[src/sv/min_sum_message_update_macros.svh]
// Assertion macros for the min-sum message update RTL.
`ifndef MIN_SUM_MESSAGE_UPDATE_MACROS_SVH
`define MIN_SUM_MESSAGE_UPDATE_MACROS_SVH

// Combinational or implication property sampled on clk, off during reset.
`define MSMU_ASSERT(lbl, prop, msg) \
	lbl: assert property (@(posedge clk) disable iff (!arst_n) (prop)) else $error(msg);

// Antecedent in one cycle, consequent in the next.
`define MSMU_ASSERT_NEXT(lbl, ante, cons, msg) \
	lbl: assert property (@(posedge clk) disable iff (!arst_n) (ante) |=> (cons)) else $error(msg);

`endif

[src/sv/msmu_pkg.sv]
// Types, constants and helpers shared by the min-sum message update block.
package msmu_pkg;

	localparam int MAX_LABELS = 16;
	localparam int BUF_DEPTH  = 16;
	localparam int IDX_W      = 4;
	localparam int CNT_W      = 5;
	localparam int COST_W     = 32;
	localparam int WEIGHT_W   = 16;
	localparam int PEN_W      = WEIGHT_W + IDX_W;
	localparam int CFG_IDX_W  = 2;

	localparam logic [CFG_IDX_W-1:0] REG_SMOOTH_WEIGHT = 2'd0;
	localparam logic [CFG_IDX_W-1:0] REG_LABELS_IN_USE = 2'd1;

	localparam logic [WEIGHT_W-1:0] SMOOTH_WEIGHT_RST = 16'd100;
	localparam logic [CNT_W-1:0]    LABELS_RST        = 5'd13;

	localparam logic [1:0] DIR_LEFT  = 2'd0;
	localparam logic [1:0] DIR_RIGHT = 2'd1;
	localparam logic [1:0] DIR_UP    = 2'd2;
	localparam logic [1:0] DIR_DOWN  = 2'd3;

	typedef enum logic [2:0] {
		ST_IDLE,
		ST_ADD1,
		ST_ADD2,
		ST_STORE,
		ST_SCAN,
		ST_EMIT
	} msmu_state_t;

	typedef struct packed {
		logic capture;
		logic add1;
		logic add2;
		logic store;
		logic scan_start;
		logic scan;
		logic next_label;
	} msmu_cmd_t;

	typedef struct packed {
		logic last_label;
		logic scan_done;
		logic last_entry;
	} msmu_status_t;

	// Labels in force: clamp to [2, min(MAX_LABELS, BUF_DEPTH)].
	function automatic logic [CNT_W-1:0] label_count(input logic [CNT_W-1:0] v);
		logic [CNT_W-1:0] cap;
		cap = (MAX_LABELS < BUF_DEPTH) ? CNT_W'(MAX_LABELS) : CNT_W'(BUF_DEPTH);
		if (v < 5'd2)
			return 5'd2;
		else if (v > cap)
			return cap;
		else
			return v;
	endfunction

endpackage

[src/sv/min_sum_message_update.sv]
// Top level of the min-sum belief propagation message update block.
// One request per label, in label order; each is captured, summed in two add steps and
// stored as its h value. The request for the last label starts the message: for each
// output label the single shared add/compare unit walks all n stored h values, and
// each result is held until it is taken (n = labels in force, 2..16). No new request
// is taken until the last entry is taken.
module min_sum_message_update import msmu_pkg::*; (
	input  logic                 clk,
	input  logic                 arst_n,
	input  logic                 cfg_valid,
	output logic                 cfg_ready,
	input  logic [CFG_IDX_W-1:0] cfg_index,
	input  logic [WEIGHT_W-1:0]  cfg_data,
	input  logic                 s_axis_tvalid,
	output logic                 s_axis_tready,
	input  logic [159:0]         s_axis_tdata,  // data_cost, msg_left, msg_right, msg_up, msg_down
	input  logic [1:0]           s_axis_tuser,  // out_direction
	output logic                 m_axis_tvalid,
	input  logic                 m_axis_tready,
	output logic [31:0]          m_axis_tdata,  // message_value
	output logic [3:0]           m_axis_tuser,  // label_index
	output logic                 m_axis_tlast   // last_entry
);

	msmu_cmd_t    cmd;
	msmu_status_t status;

	assign cfg_ready = 1'b1;

	msmu_ctrl u_ctrl (
		.clk       (clk),
		.arst_n    (arst_n),
		.in_valid  (s_axis_tvalid),
		.in_ready  (s_axis_tready),
		.out_valid (m_axis_tvalid),
		.out_ready (m_axis_tready),
		.status    (status),
		.cmd       (cmd)
	);

	msmu_dp u_dp (
		.clk           (clk),
		.arst_n        (arst_n),
		.cfg_valid     (cfg_valid),
		.cfg_index     (cfg_index),
		.cfg_data      (cfg_data),
		.out_direction (s_axis_tuser),
		.data_cost     (s_axis_tdata[31:0]),
		.msg_left      (s_axis_tdata[63:32]),
		.msg_right     (s_axis_tdata[95:64]),
		.msg_up        (s_axis_tdata[127:96]),
		.msg_down      (s_axis_tdata[159:128]),
		.cmd           (cmd),
		.status        (status),
		.label_index   (m_axis_tuser),
		.message_value (m_axis_tdata),
		.last_entry    (m_axis_tlast)
	);

endmodule

[src/sv/msmu_dp.sv]
// Datapath: config registers, cost accumulation, h buffer and min-plus scan.
module msmu_dp import msmu_pkg::*; (
	input  logic                 clk,
	input  logic                 arst_n,
	input  logic                 cfg_valid,
	input  logic [CFG_IDX_W-1:0] cfg_index,
	input  logic [WEIGHT_W-1:0]  cfg_data,
	input  logic [1:0]           out_direction,
	input  logic [COST_W-1:0]    data_cost,
	input  logic [COST_W-1:0]    msg_left,
	input  logic [COST_W-1:0]    msg_right,
	input  logic [COST_W-1:0]    msg_up,
	input  logic [COST_W-1:0]    msg_down,
	input  msmu_cmd_t            cmd,
	output msmu_status_t         status,
	output logic [IDX_W-1:0]     label_index,
	output logic [COST_W-1:0]    message_value,
	output logic                 last_entry
);

	logic [WEIGHT_W-1:0] weight_q;
	logic [CNT_W-1:0]    labels_q;
	logic [IDX_W-1:0]    label_counter_q;
	logic [IDX_W-1:0]    i_q;
	logic [CNT_W-1:0]    j_q;
	logic                v_s1;
	logic                v_s2;

	logic [COST_W-1:0]   dc_q, ml_q, mr_q, mu_q, md_q;
	logic [COST_W-1:0]   sum_a_q, sum_b_q, sum_c_q;
	logic [COST_W-1:0]   mem [BUF_DEPTH];
	logic [COST_W-1:0]   rdata_s1;
	logic [PEN_W-1:0]    pen_s1;
	logic [COST_W-1:0]   p_s2;
	logic [COST_W-1:0]   best_q;

	logic [CNT_W-1:0]    n;
	logic                issue;
	logic [IDX_W-1:0]    j_idx;
	logic [IDX_W-1:0]    label_dist;

	assign n          = label_count(labels_q);
	assign j_idx      = j_q[IDX_W-1:0];
	assign issue      = cmd.scan && (j_q < n);
	assign label_dist = (i_q > j_idx) ? (i_q - j_idx) : (j_idx - i_q);

	always_ff @(posedge clk or negedge arst_n) begin
		if (!arst_n) begin
			weight_q <= SMOOTH_WEIGHT_RST;
			labels_q <= LABELS_RST;
		end else if (cfg_valid) begin
			unique case (cfg_index)
				REG_SMOOTH_WEIGHT: weight_q <= cfg_data;
				REG_LABELS_IN_USE: labels_q <= cfg_data[CNT_W-1:0];
				default: ;
			endcase
		end
	end

	always_ff @(posedge clk or negedge arst_n) begin
		if (!arst_n) begin
			label_counter_q <= '0;
			i_q             <= '0;
			j_q             <= '0;
			v_s1            <= 1'b0;
			v_s2            <= 1'b0;
		end else begin
			if (cmd.store) begin
				if (status.last_label) begin
					label_counter_q <= '0;
					i_q             <= '0;
				end else begin
					label_counter_q <= label_counter_q + 1'b1;
				end
			end
			if (cmd.next_label)
				i_q <= i_q + 1'b1;
			if (cmd.scan_start) begin
				j_q  <= '0;
				v_s1 <= 1'b0;
				v_s2 <= 1'b0;
			end else if (cmd.scan) begin
				v_s1 <= issue;
				v_s2 <= v_s1;
				if (issue)
					j_q <= j_q + 1'b1;
			end
		end
	end

	// h = data cost plus the three messages not from the send side
	always_ff @(posedge clk) begin
		if (cmd.capture) begin
			dc_q <= data_cost;
			ml_q <= (out_direction != DIR_LEFT)  ? msg_left  : '0;
			mr_q <= (out_direction != DIR_RIGHT) ? msg_right : '0;
			mu_q <= (out_direction != DIR_UP)    ? msg_up    : '0;
			md_q <= (out_direction != DIR_DOWN)  ? msg_down  : '0;
		end
		if (cmd.add1) begin
			sum_a_q <= dc_q + ml_q;
			sum_b_q <= mr_q + mu_q;
			sum_c_q <= md_q;
		end
		if (cmd.add2)
			sum_a_q <= sum_a_q + sum_b_q;
	end

	always_ff @(posedge clk) begin
		if (cmd.store)
			mem[label_counter_q] <= sum_a_q + sum_c_q;
		if (issue)
			rdata_s1 <= mem[j_idx];
	end

	always_ff @(posedge clk) begin
		if (issue)
			pen_s1 <= PEN_W'(weight_q) * PEN_W'(label_dist);
		if (v_s1)
			p_s2 <= rdata_s1 + COST_W'(pen_s1);
		if (cmd.scan_start)
			best_q <= '1;
		else if (cmd.scan && v_s2 && (p_s2 < best_q))
			best_q <= p_s2;
	end

	assign status.last_label = ({1'b0, label_counter_q} + 5'd1) >= n;
	assign status.scan_done  = (j_q >= n) && !v_s1 && !v_s2;
	assign status.last_entry = ({1'b0, i_q} + 5'd1) == n;

	assign label_index   = i_q;
	assign message_value = best_q;
	assign last_entry    = status.last_entry;

endmodule

[src/sv/msmu_ctrl.sv]
// Controller: sequences load, accumulate, store, scan and emit of each message.
module msmu_ctrl import msmu_pkg::*; (
	input  logic         clk,
	input  logic         arst_n,
	input  logic         in_valid,
	output logic         in_ready,
	output logic         out_valid,
	input  logic         out_ready,
	input  msmu_status_t status,
	output msmu_cmd_t    cmd
);

	`include "min_sum_message_update_macros.svh"

	msmu_state_t state_q, state_d;

	always_ff @(posedge clk or negedge arst_n) begin
		if (!arst_n)
			state_q <= ST_IDLE;
		else
			state_q <= state_d;
	end

	always_comb begin
		state_d   = state_q;
		cmd       = '0;
		in_ready  = 1'b0;
		out_valid = 1'b0;
		unique case (state_q)
			ST_IDLE: begin
				in_ready = 1'b1;
				if (in_valid) begin
					cmd.capture = 1'b1;
					state_d     = ST_ADD1;
				end
			end
			ST_ADD1: begin
				cmd.add1 = 1'b1;
				state_d  = ST_ADD2;
			end
			ST_ADD2: begin
				cmd.add2 = 1'b1;
				state_d  = ST_STORE;
			end
			ST_STORE: begin
				cmd.store = 1'b1;
				if (status.last_label) begin
					cmd.scan_start = 1'b1;
					state_d        = ST_SCAN;
				end else begin
					state_d = ST_IDLE;
				end
			end
			ST_SCAN: begin
				cmd.scan = 1'b1;
				if (status.scan_done)
					state_d = ST_EMIT;
			end
			ST_EMIT: begin
				out_valid = 1'b1;
				if (out_ready) begin
					if (status.last_entry) begin
						state_d = ST_IDLE;
					end else begin
						cmd.next_label = 1'b1;
						cmd.scan_start = 1'b1;
						state_d        = ST_SCAN;
					end
				end
			end
			default: state_d = ST_IDLE;
		endcase
	end

	`MSMU_ASSERT(a_no_overlap, !(in_ready && out_valid), "request taken while result pending")
	`MSMU_ASSERT_NEXT(a_last_to_idle, out_valid && out_ready && status.last_entry, in_ready, "no return to idle after last entry")
	`MSMU_ASSERT_NEXT(a_next_scan, out_valid && out_ready && !status.last_entry, state_q == ST_SCAN, "no rescan after entry")

endmodule
[config.mk]
export PLATFORM = sky130hd
export DESIGN_NAME = min_sum_message_update
export DESIGN_NICKNAME = d
export VERILOG_FILES = /design/src/sv/msmu_pkg.sv /design/src/sv/min_sum_message_update.sv /design/src/sv/msmu_dp.sv /design/src/sv/msmu_ctrl.sv
export VERILOG_INCLUDE_DIRS = /design/src /design/src/sv
export SDC_FILE = /design/constraint.sdc
export NUM_CORES = 1
export LEC_CHECK = 0
export CORE_UTILIZATION = 44
export DETAILED_ROUTE_END_ITERATION = 16
export DONT_BUFFER_PORTS = 1
export SYNTH_ARGS = -nofsm -noshare
export SYNTH_HDL_FRONTEND = slang
export SYNTH_SLANG_ARGS = --single-unit
[constraint.sdc]
create_clock -name clk -period 19.2 [get_ports clk]
set_clock_uncertainty 0.15 [all_clocks]
set_input_delay 3.84 -clock clk [delete_from_list [all_inputs] [get_ports clk]]
set_output_delay 3.84 -clock clk [all_outputs]
set_load 0.01 [all_outputs]
-- Word-level counts from Yosys, hierarchy flattened
Memories as Yosys holds them, arrays and structs flattened. A register that Yosys moved wholly into a read port is not among the register bits.
Cells that the tools add are included.
- flip-flop bits (word level): 379
- latch bits: 0
- RAM bits: 512
- memory bits (read-only): 0
- input port bits: 185
- output and inout bits: 40
- memories: 1
- add/sub/neg operators: 12
- multipliers: 1
- divide/modulo/power cells: 0
- order comparisons: 7
- equality and inequality tests: 13
- shift operators: 0
- multiplexer cells: 37
- bitwise operators: 0
- reduce and logical (&&, ||, !) cells: 20
- memory list (name ; words ; width ; read ports ; clocked after Yosys merged registers in ; write ports ; line ; source):
    u_dp.mem ; 16 ; 32 ; 1 ; 1 ; 1 ; msmu_dp.sv:31 ; logic [COST_W-1:0] mem [BUF_DEPTH];
- operators with widths (kind ; number):
    adder 32 bit ; 4
    2-to-1 mux 32 bit ; 2
    adder 32 x 20 -> 32 bit ; 1
    < comparator 32 bit ; 1
    2-to-1 mux 5 bit ; 5
    multiplier 16 x 4 -> 20 bit ; 1
    2-to-1 mux 4 bit ; 5
    2-to-1 mux 1 bit ; 18
    one-hot mux 3 bit (6 select lines) ; 1
    2-to-1 mux 3 bit ; 5
    nonzero test 2 bit ; 6
    adder 4 x 1 -> 5 bit, second input constant ; 2
    >= comparator 5 bit ; 2
    != test 2 bit, second input constant ; 5
    adder 4 x 1 -> 4 bit, second input constant ; 2
    AND reduction 2 bit ; 4
    subtractor 4 bit ; 2
    equality test 3 x 2 -> 1 bit, second input constant ; 2
    equality test 3 bit, second input constant ; 2
    adder 5 x 1 -> 5 bit, second input constant ; 1
    equality test 5 bit ; 1
    > comparator 5 bit, second input constant ; 1
    logical AND 1 bit ; 5
    < comparator 5 x 2 -> 1 bit, second input constant ; 1
    other kinds (10) ; 11

-- Longest topological paths before layout
Gate-level depths: netlist of run 1.
- word-level depth: 9
- depth in mapped cells: 26

-- Cells and area by module
Synthesis of run 1 repeated with hierarchy kept, for this count alone.
- cells, all modules: 2937
- area, all modules: 43735.7 µm²
- modules (own cells, without submodules) (module ; times used ; cells each ; area each (µm²) ; seq. area each (µm²)):
    msmu_dp ; 1 ; 2900 ; 43446.7 ; 27133.5
    msmu_ctrl ; 1 ; 35 ; 277.8 ; 75.1
    min_sum_message_update ; 1 ; 2 ; 11.3 ; 0.0

-- Worst setup path before layout of run 1
OpenSTA, ideal clock, no wires.
- path kind: input port to flip-flop
- start point: in s_axis_tvalid
- end point: reg u_dp.dc_q[0] (enable)
- library setup time: 538 ps
- arrival: 7486 ps
- required time: 18512 ps
- path slack: 11026 ps
- cell stages on the path: 1
- buffers on the path: 0
- cell sequence: and2_1
- longest elaborated chain between the ends: 2
- RTL lines (element ; line ; source):
    start: declaration ; min_sum_message_update.sv:14 ; input logic s_axis_tvalid,
    2-to-1 mux 1 bit ; msmu_ctrl.sv:32 ; if (in_valid) begin
    2-to-1 mux 1 bit ; msmu_ctrl.sv:29 ; unique case (state_q)
    end signal: assignment ; msmu_dp.sv:94 ; dc_q <= data_cost;
    end: declaration ; msmu_dp.sv:29 ; logic [COST_W-1:0] dc_q, ml_q, mr_q, mu_q, md_q;
Every way passes these cells.
A chain may end at the register's enable or synchronous reset.

-- Final worst setup path of run 1
- start point: reg u_dp.j_q[0]
- end point: reg u_dp.pen_s1[18] (data pin)
- longest elaborated chain between the ends: 3
- elaborated cells between the ends (all ways): 5
- RTL lines (element ; line ; source):
    start: declaration ; msmu_dp.sv:25 ; logic [CNT_W-1:0] j_q;
    start signal: assignment ; msmu_dp.sv:86 ; j_q <= j_q + 1'b1;
    subtractor 4 bit or > comparator 4 bit (tied branches) ; msmu_dp.sv:45 ; assign label_dist = (i_q > j_idx) ? (i_q - j_idx) : (j_idx - i_q);
    2-to-1 mux 4 bit (*) ; msmu_dp.sv:45 ;
    multiplier 16 x 4 -> 20 bit (*) ; msmu_dp.sv:118 ; pen_s1 <= PEN_W'(weight_q) * PEN_W'(label_dist);
    end signal: assignment ; msmu_dp.sv:118 ;
    end: declaration ; msmu_dp.sv:33 ; logic [PEN_W-1:0] pen_s1;
Mark *: on every way between the ends. The rest lies on a longest branch, timed or not.

==> flow_metrics.py, run 1 <==
metrics = {
    "synth": {
        "synth-edff-count": 852,
        "synth.ff_latch_count": 923,
        "yosys_warnings": 0,
        "synth.largest_area_cell": "edfxtp_1",
        "yosys.cell_count.top_type": "edfxtp_1",
        "synth_cells": 2958,
        "yosysSeqAreaShare": 0.621,
        "synth_top_cells_by_count": "852 x edfxtp_1, 222 x ha_1, 182 x a21oi_1, 160 x mux4_2, 159 x inv_1",
        "yosysUniqueCellTypes": 83,
        "netlist.area_leader.share": 0.583,
        "ys_dominant_reg_cell": "edfxtp_1",
        "netlist_top_cells_area": "edfxtp_1 58%, mux4_2 8.2%, ha_1 6.3%",
        "post_synth_instance_area_mm2": 0.0438,
        "postSynth.asyncResetShare": 0.0423,
        "post_synth.cell_area_avg_um2": 14.8,
        "mappedNetlistNets": 3400,
    },
    "critical_path": {
        "setup.worst_path.end_class": "flip-flop",
        "timing.critical_path.from_type": "flip-flop",
        "worstPathCellList": "ha_1 > inv_1 > fa_1 > a21o_1 > a21oi_1 > a41oi_1 > mux2i_1 > xnor2_1 > nand2_1 > fa_1 > inv_1 > fa_1 > inv_1 > fa_1 > nor2b_1 > o21ai_1 > a21boi_0 > o21ai_1 > a21boi_1 > o21a_1 > o221ai_1 > a31oi_1 > or4_1 > nand3_1",
        "critical_path_peak_fanout": 47,
        "crit_path_frequent_cell": "fa_1",
        "critical_path_class": "reg -> reg",
        "crit_slowest_cell": "dfrtp_4",
        "worst_ep_arrival_time_ns": 7.58,
        "timing.reg2reg.worst_path_depth": 24,
        "crit_required_ns": 19.44,
        "timing.critical_path.slowest_cell_delay_ns": 1.03,
    },
    "clocking": {
        "clock_sink_count": 923,
        "resized_cells_post_cts": 0,
        "cts-root-to-sink-buffers": 3,
        "cts.clk_slew.worst_paths_ns": 0.06,
        "post_cts.repair.setup_buffers": 0,
        "clock_tree.root_cell": "clkbuf_16",
        "holdBufCountCts": 0,
        "h_tree_levels": 3,
        "cts_tree": "done",
        "source_to_sink_clock_delay_at_the_later_pin_of_the_worst_skew_pair_ns": 0.66,
        "cts-buffers-inserted": 99,
    },
    "placed_design": {
        "numPortBuffers": 0,
        "post-place-cells": 4194,
        "dp_slack_ns": 11.78,
        "hpwl_mm": 61.5,
        "gpl.final_weighted_congestion": 0.874,
    },
    "final_layout": {
        "growth_of_design_area_from_synthesis_to_finish_pct": 11.2,
        "register_area_mm2": 0.0272,
        "drive_above_1_share": 0.139,
        "num-nets-final": 3451,
        "finalCoreUtilization": 0.495,
        "max_flop_register": "u_dp.mem",
        "multiInputGateArea_mm2": 0.0158,
        "largest_register_ffs": 512,
        "num-fill-cells": 8266,
        "final_cells": 4382,
    },
    "job": {
        "maxCapViolCount": 0,
    },
    "routing": {
        "routed_via_density": 5.55,
        "wl_mm": 93.8,
        "dr.first_iter.drc_count": 1465,
        "route.detailed.wl_per_inst_um": 21.4,
        "drt.antenna.violating_nets": 0,
        "vias": 24300,
        "post-route-drc-count": 0,
        "firstDrtPassIters": 6,
    },
    "sta": {
        "final_setup_violating_endpoints": 0,
        "finalHoldViolCount": 0,
        "layout_setup_ws_ns": 11.87,
        "final_max_slew_viol_count": 0,
        "final.period_utilization": 0.382,
        "max_slew_margin": 0.0806,
        "period_minus_ws_final_ns": 7.33,
        "fmax_mhz": 136,
        "final_setup_tns_ns": 0,
        "measured_slew_at_the_worst_slew_check_pin_ns": 1.37,
        "grt_setup_unrepaired": "no",
        "finalHoldWorstSlack_ns": 0.264,
    },
    "floorplan": {
        "core.rowCount": 115,
        "die_ht_um": 318,
        "initial_core_util": 0.445,
        "top_level_ports": 225,
        "die-width_um": 318,
        "coreArea_mm2": 0.0986,
        "area_enclosed_by_the_die_boundary_mm2": 0.101,
    },
    "grt": {
        "overflow": 0,
        "largest_net_degree_at_the_start_of_global_routing": 84,
        "globalRouteTotalUtil": 0.187,
        "global_route_wire_length_before_repair_mm": 146,
        "grt_pass1_vias": 25600,
        "grt_antenna_before_repair": 8,
    },
    "outcome": {
        "run_status": "complete, no violations",
    },
    "power_and_ir_drop": {
        "ir_worst_vdd_uv": 148,
        "power.static_leakage_uw": 0.0176,
        "power_per_cell_area_mw_per_mm2": 203,
    },
    "worst_hold_path": {
        "min_path_cells": 0,
        "hold_class": "reg -> reg",
    },
}
## stage by stage
stage                     cell area, µm²  power [µW]
after global routing               48800       10700
after global placement             45500        7880
after floorplan                    43800        6880
after detailed placement           45500        8090
final                              48800        9920
after CTS                          48700       10000
## final cells by class
cell class	count	share of cell area
Sequential cell	923	0.558
Multi-Input combinational cell	1787	0.324
Clock buffer	122	0.0531
Tap cell	1287	0.0330
Clock inverter	61	0.0135
Inverter	160	0.0123
Timing Repair Buffer	38	0.00585
Antenna cell	4	0.000205
## worst max-delay path, delay by kind of cell, from the launching register on
kind	cells	cell delay [ns]
XOR/XNOR	1	1.00
AO/OA/AOI/OAI	10	1.75
buffers and inverters	3	0.18
multiplexers	1	0.22
flip-flops	1	1.03
adder cells (fa/ha/maj)	5	2.16
AND/OR/NAND/NOR	4	0.59
## where the power goes
group,switching (µW),internal (µW)
sequential,243,3390
clock,776,1120
combinational,2670,1720
total,3690,6230
## path summary, 6_finish.rpt
check,from,slack (ns),end
worst max register to register,u_dp.j_q[0],11.87,u_dp.pen_s1[18]
max in group asynchronous,arst_n,16.00,u_dp.weight_q[5]
worst min register to register,u_dp.md_q[20],0.26,u_dp.sum_c_q[20]
worst max-delay path,u_dp.j_q[0],11.87,u_dp.pen_s1[18]
worst min-delay path,u_dp.md_q[20],0.26,u_dp.sum_c_q[20]
min in group asynchronous,arst_n,2.72,u_dp.weight_q[8]
## logic make-up (layout without fill, tap and decap cells)
kind of cell | Yosys count | count (layout) | share of synthesized area
XOR/XNOR | 165 | 165 | 0.0330
AO/OA/AOI/OAI | 561 | 561 | 0.0821
multiplexers | 188 | 188 | 0.0892
flip-flops | 923 | 923 | 0.621
other | 1 | 5 | 0.0000855
adder cells (fa/ha/maj) | 257 | 257 | 0.0793
buffers and inverters | 248 | 381 | 0.0214
AND/OR/NAND/NOR | 615 | 615 | 0.0745
## routing by layer
| layer | vias up | part of all wire | track usage |
|---|---|---|---|
| li1 | 11400 | - | - |
| met1 | 12200 | 0.42 | 0.231 |
| met2 | 533 | 0.51 | 0.332 |
| met3 | 168 | 0.042 | 0.0325 |
| met4 | 10 | 0.025 | 0.0554 |
| met5 | - | 0.00067 | 0 |
## layout by cell type (no fill, tap or decap), drive strengths merged, types with 7 or more instances in the layout
cell type | netlist | layout
o31ai | 13 | 13
nor3 | 51 | 51
o21ai | 126 | 126
nand4 | 15 | 15
fa | 35 | 35
nand3 | 39 | 39
xnor2 | 107 | 107
o21a | 25 | 25
a21o | 80 | 80
clkinv | 0 | 35
mux4 | 160 | 160
a21oi | 184 | 184
dfxtp | 32 | 32
nor2 | 90 | 90
and2 | 140 | 140
a31oi | 19 | 19
mux2 | 21 | 21
nand2b | 47 | 47
nor2b | 71 | 71
bufinv | 0 | 12
edfxtp | 852 | 852
o21bai | 24 | 24
a211oi | 14 | 14
ha | 222 | 222
inv | 160 | 165
o211ai | 11 | 11
nand2 | 108 | 108
xor2 | 58 | 58
dfrtp | 33 | 33
clkinvlp | 0 | 9
and3 | 21 | 21
buf | 16 | 38
clkbuf | 72 | 122
mux2i | 7 | 7
No activity file was read; power rests on OpenSTA's default activity.
==> inputs of run 2 (changes only) <==
==> constraint.sdc (replaced) <==
create_clock -name clk -period 7.6 [get_ports clk]
set_clock_uncertainty 0.15 [all_clocks]
set_input_delay 1.52 -clock clk [delete_from_list [all_inputs] [get_ports clk]]
set_output_delay 1.52 -clock clk [all_outputs]
set_load 0.01 [all_outputs]
==> run 2 against run 1 <==
Compared with the run above: non-clock buffer count is 2 higher; critical path type unchanged; critical endpoint unchanged; first-iteration DRC count rose by 10%; power rose to 2.5 times the previous value; clock-buffer cell count shrank 1; flip-flop and latch count unchanged; die area stayed put; combinational power rose to 2.5 times the previous value; sequential power grew to 2.5 times the previous value; critical path depth unchanged; final cell count is essentially flat; setup slack got worse by 11 ns; via count is 0.39% higher.
==> flow_metrics.py, run 2 (synthesized netlist as in run 1, its figures left out) <==
metrics = {
    "outcome": {
        "run_status": "complete, no violations",
    },
    "clocking": {
        "cts-root-to-sink-buffers": 3,
        "h_tree_levels": 3,
        "resized_cells_post_cts": 0,
        "cts.clk_slew.worst_paths_ns": 0.06,
        "cts_tree": "done",
        "clock_sink_count": 923,
        "clock_tree.root_cell": "clkbuf_16",
        "holdBufCountCts": 0,
        "source_to_sink_clock_delay_at_the_later_pin_of_the_worst_skew_pair_ns": 0.67,
        "post_cts.repair.setup_buffers": 0,
        "cts-buffers-inserted": 99,
    },
    "sta": {
        "layout_setup_ws_ns": 0.737,
        "final_setup_tns_ns": 0,
        "final_max_slew_viol_count": 0,
        "measured_slew_at_the_worst_slew_check_pin_ns": 1.40,
        "final_setup_violating_endpoints": 0,
        "fmax_mhz": 146,
        "grt_setup_unrepaired": "no",
        "max_slew_margin": 0.0667,
        "final.period_utilization": 0.903,
        "finalHoldViolCount": 0,
        "period_minus_ws_final_ns": 6.86,
    },
    "placed_design": {
        "post-place-cells": 4197,
        "dp_slack_ns": 0.674,
        "dpl-instance-area_mm2": 0.0455,
        "gpl.final_weighted_congestion": 0.870,
        "numPortBuffers": 0,
        "hpwl_mm": 61.0,
    },
    "floorplan": {
        "core.rowCount": 115,
        "die_ht_um": 318,
        "die-width_um": 318,
        "top_level_ports": 225,
        "area_enclosed_by_the_die_boundary_mm2": 0.101,
        "initial_core_util": 0.445,
        "coreArea_mm2": 0.0986,
    },
    "critical_path": {
        "worstPathCellList": "ha_1 > inv_1 > fa_1 > a21o_1 > a21oi_1 > a41oi_1 > mux2i_1 > xor2_1 > nand2_1 > fa_1 > inv_1 > fa_1 > inv_1 > fa_1 > nor2b_1 > o21ai_1 > a21boi_0 > o21ai_1 > a21boi_1 > o21a_1 > o221ai_1 > a31oi_1 > or4_1 > nand3_1",
        "crit_path_frequent_cell": "fa_1",
        "setup.worst_path.end_class": "flip-flop",
        "timing.critical_path.slowest_cell_delay_ns": 0.91,
        "timing.reg2reg.worst_path_depth": 24,
        "crit_slowest_cell": "xor2_1",
        "critPathTopFamily": "adder cells",
        "critical_path_buf_inv_count": 3,
        "worst_ep_arrival_time_ns": 7.10,
        "critical_path_peak_fanout": 28,
        "crit_required_ns": 7.84,
        "critical_path_class": "reg -> reg",
        "timing.critical_path.from_type": "flip-flop",
        "timing.critical_path.depth": 24,
    },
    "final_layout": {
        "stdcell_area_mm2": 0.0488,
        "mostFrequentLayoutCells": "852 x edfxtp_1, 222 x ha_1, 182 x a21oi_1",
        "most_frequent_standard_cell_in_the_layout_excluding_fill_and_tap_cells": "edfxtp_1",
        "num-fill-cells": 8136,
        "register_area_mm2": 0.0272,
        "num-nets-final": 3453,
        "growth_of_design_area_from_synthesis_to_finish_pct": 11.2,
        "largest_register_ffs": 512,
        "final_cells": 4384,
        "drive_above_1_share": 0.137,
        "multiInputGateArea_mm2": 0.0158,
        "max_flop_register": "u_dp.mem",
    },
    "grt": {
        "overflow": 0,
        "grt_pass1_vias": 25600,
        "global_route_wire_length_before_repair_mm": 147,
        "globalRouteTotalUtil": 0.187,
        "grt_antenna_before_repair": 11,
        "largest_net_degree_at_the_start_of_global_routing": 160,
    },
    "job": {
        "maxCapViolCount": 0,
    },
    "routing": {
        "routed_via_density": 5.57,
        "dr.first_iter.drc_count": 1611,
        "route.detailed.wl_per_inst_um": 21.4,
        "post-route-drc-count": 0,
        "wl_mm": 93.8,
        "vias": 24400,
        "drt.antenna.violating_nets": 0,
        "firstDrtPassIters": 5,
    },
    "worst_hold_path": {
        "min_path_cells": 0,
        "hold_class": "reg -> reg",
    },
    "power_and_ir_drop": {
        "power_per_cell_area_mw_per_mm2": 514,
        "design_power_total_uw": 25000,
        "ir_worst_vdd_uv": 363,
        "power.static_leakage_uw": 0.0176,
    },
}
run 2: cell count changes in the layout (fill, tap and decap cells not counted), moves of 2 or more:
cell | previous run | this run
diode_2 | 4 | 6
clkinvlp_4 | 9 | 2
inv_6 | 5 | 3
clkbuf_16 | 99 | 101
clkbuf_4 | 2 | 0
clkinv_2 | 17 | 20
clkinv_4 | 2 | 0
clkinv_1 | 14 | 20
run 2: area by class of cell:
cell class                      instances  share of cell area
Tap cell                             1287              0.0330
Inverter                              160              0.0123
Clock inverter                         60              0.0124
Multi-Input combinational cell       1787               0.324
Timing Repair Buffer                   40             0.00642
Clock buffer                          121              0.0538
Antenna cell                            6            0.000308
Sequential cell                       923               0.558
run 2: power breakdown:
group	switching, µW	internal [µW]
Clock	1960	2820
Sequential	557	8570
Combinational	6780	4350
run 2: per-layer routing:
layer / share of wire / GRT usage
met1: 0.42 / 0.232
met2: 0.51 / 0.333
met3: 0.046 / 0.0304
met4: 0.026 / 0.0578
met5: 0.00074 / 0
run 2: worst paths after layout:
check,end,slack (ns),from
max,u_dp.pen_s1[18],0.74,u_dp.j_q[0]
min,u_dp.sum_c_q[7],0.26,u_dp.md_q[7]
max reg2reg,u_dp.pen_s1[18],0.74,u_dp.j_q[0]
min reg2reg,u_dp.sum_c_q[7],0.26,u_dp.md_q[7]
max in group asynchronous,u_dp.weight_q[2],6.70,arst_n
min in group asynchronous,u_ctrl.state_q[2],0.39,arst_n
run 2: through the flow:
step                      hold slack [ns]   util
final                               0.261  0.495
after global routing                0.269  0.495
after CTS                           0.270  0.494
after detailed placement            0.256  0.462
after global placement              0.254  0.462
after floorplan                     0.250      -
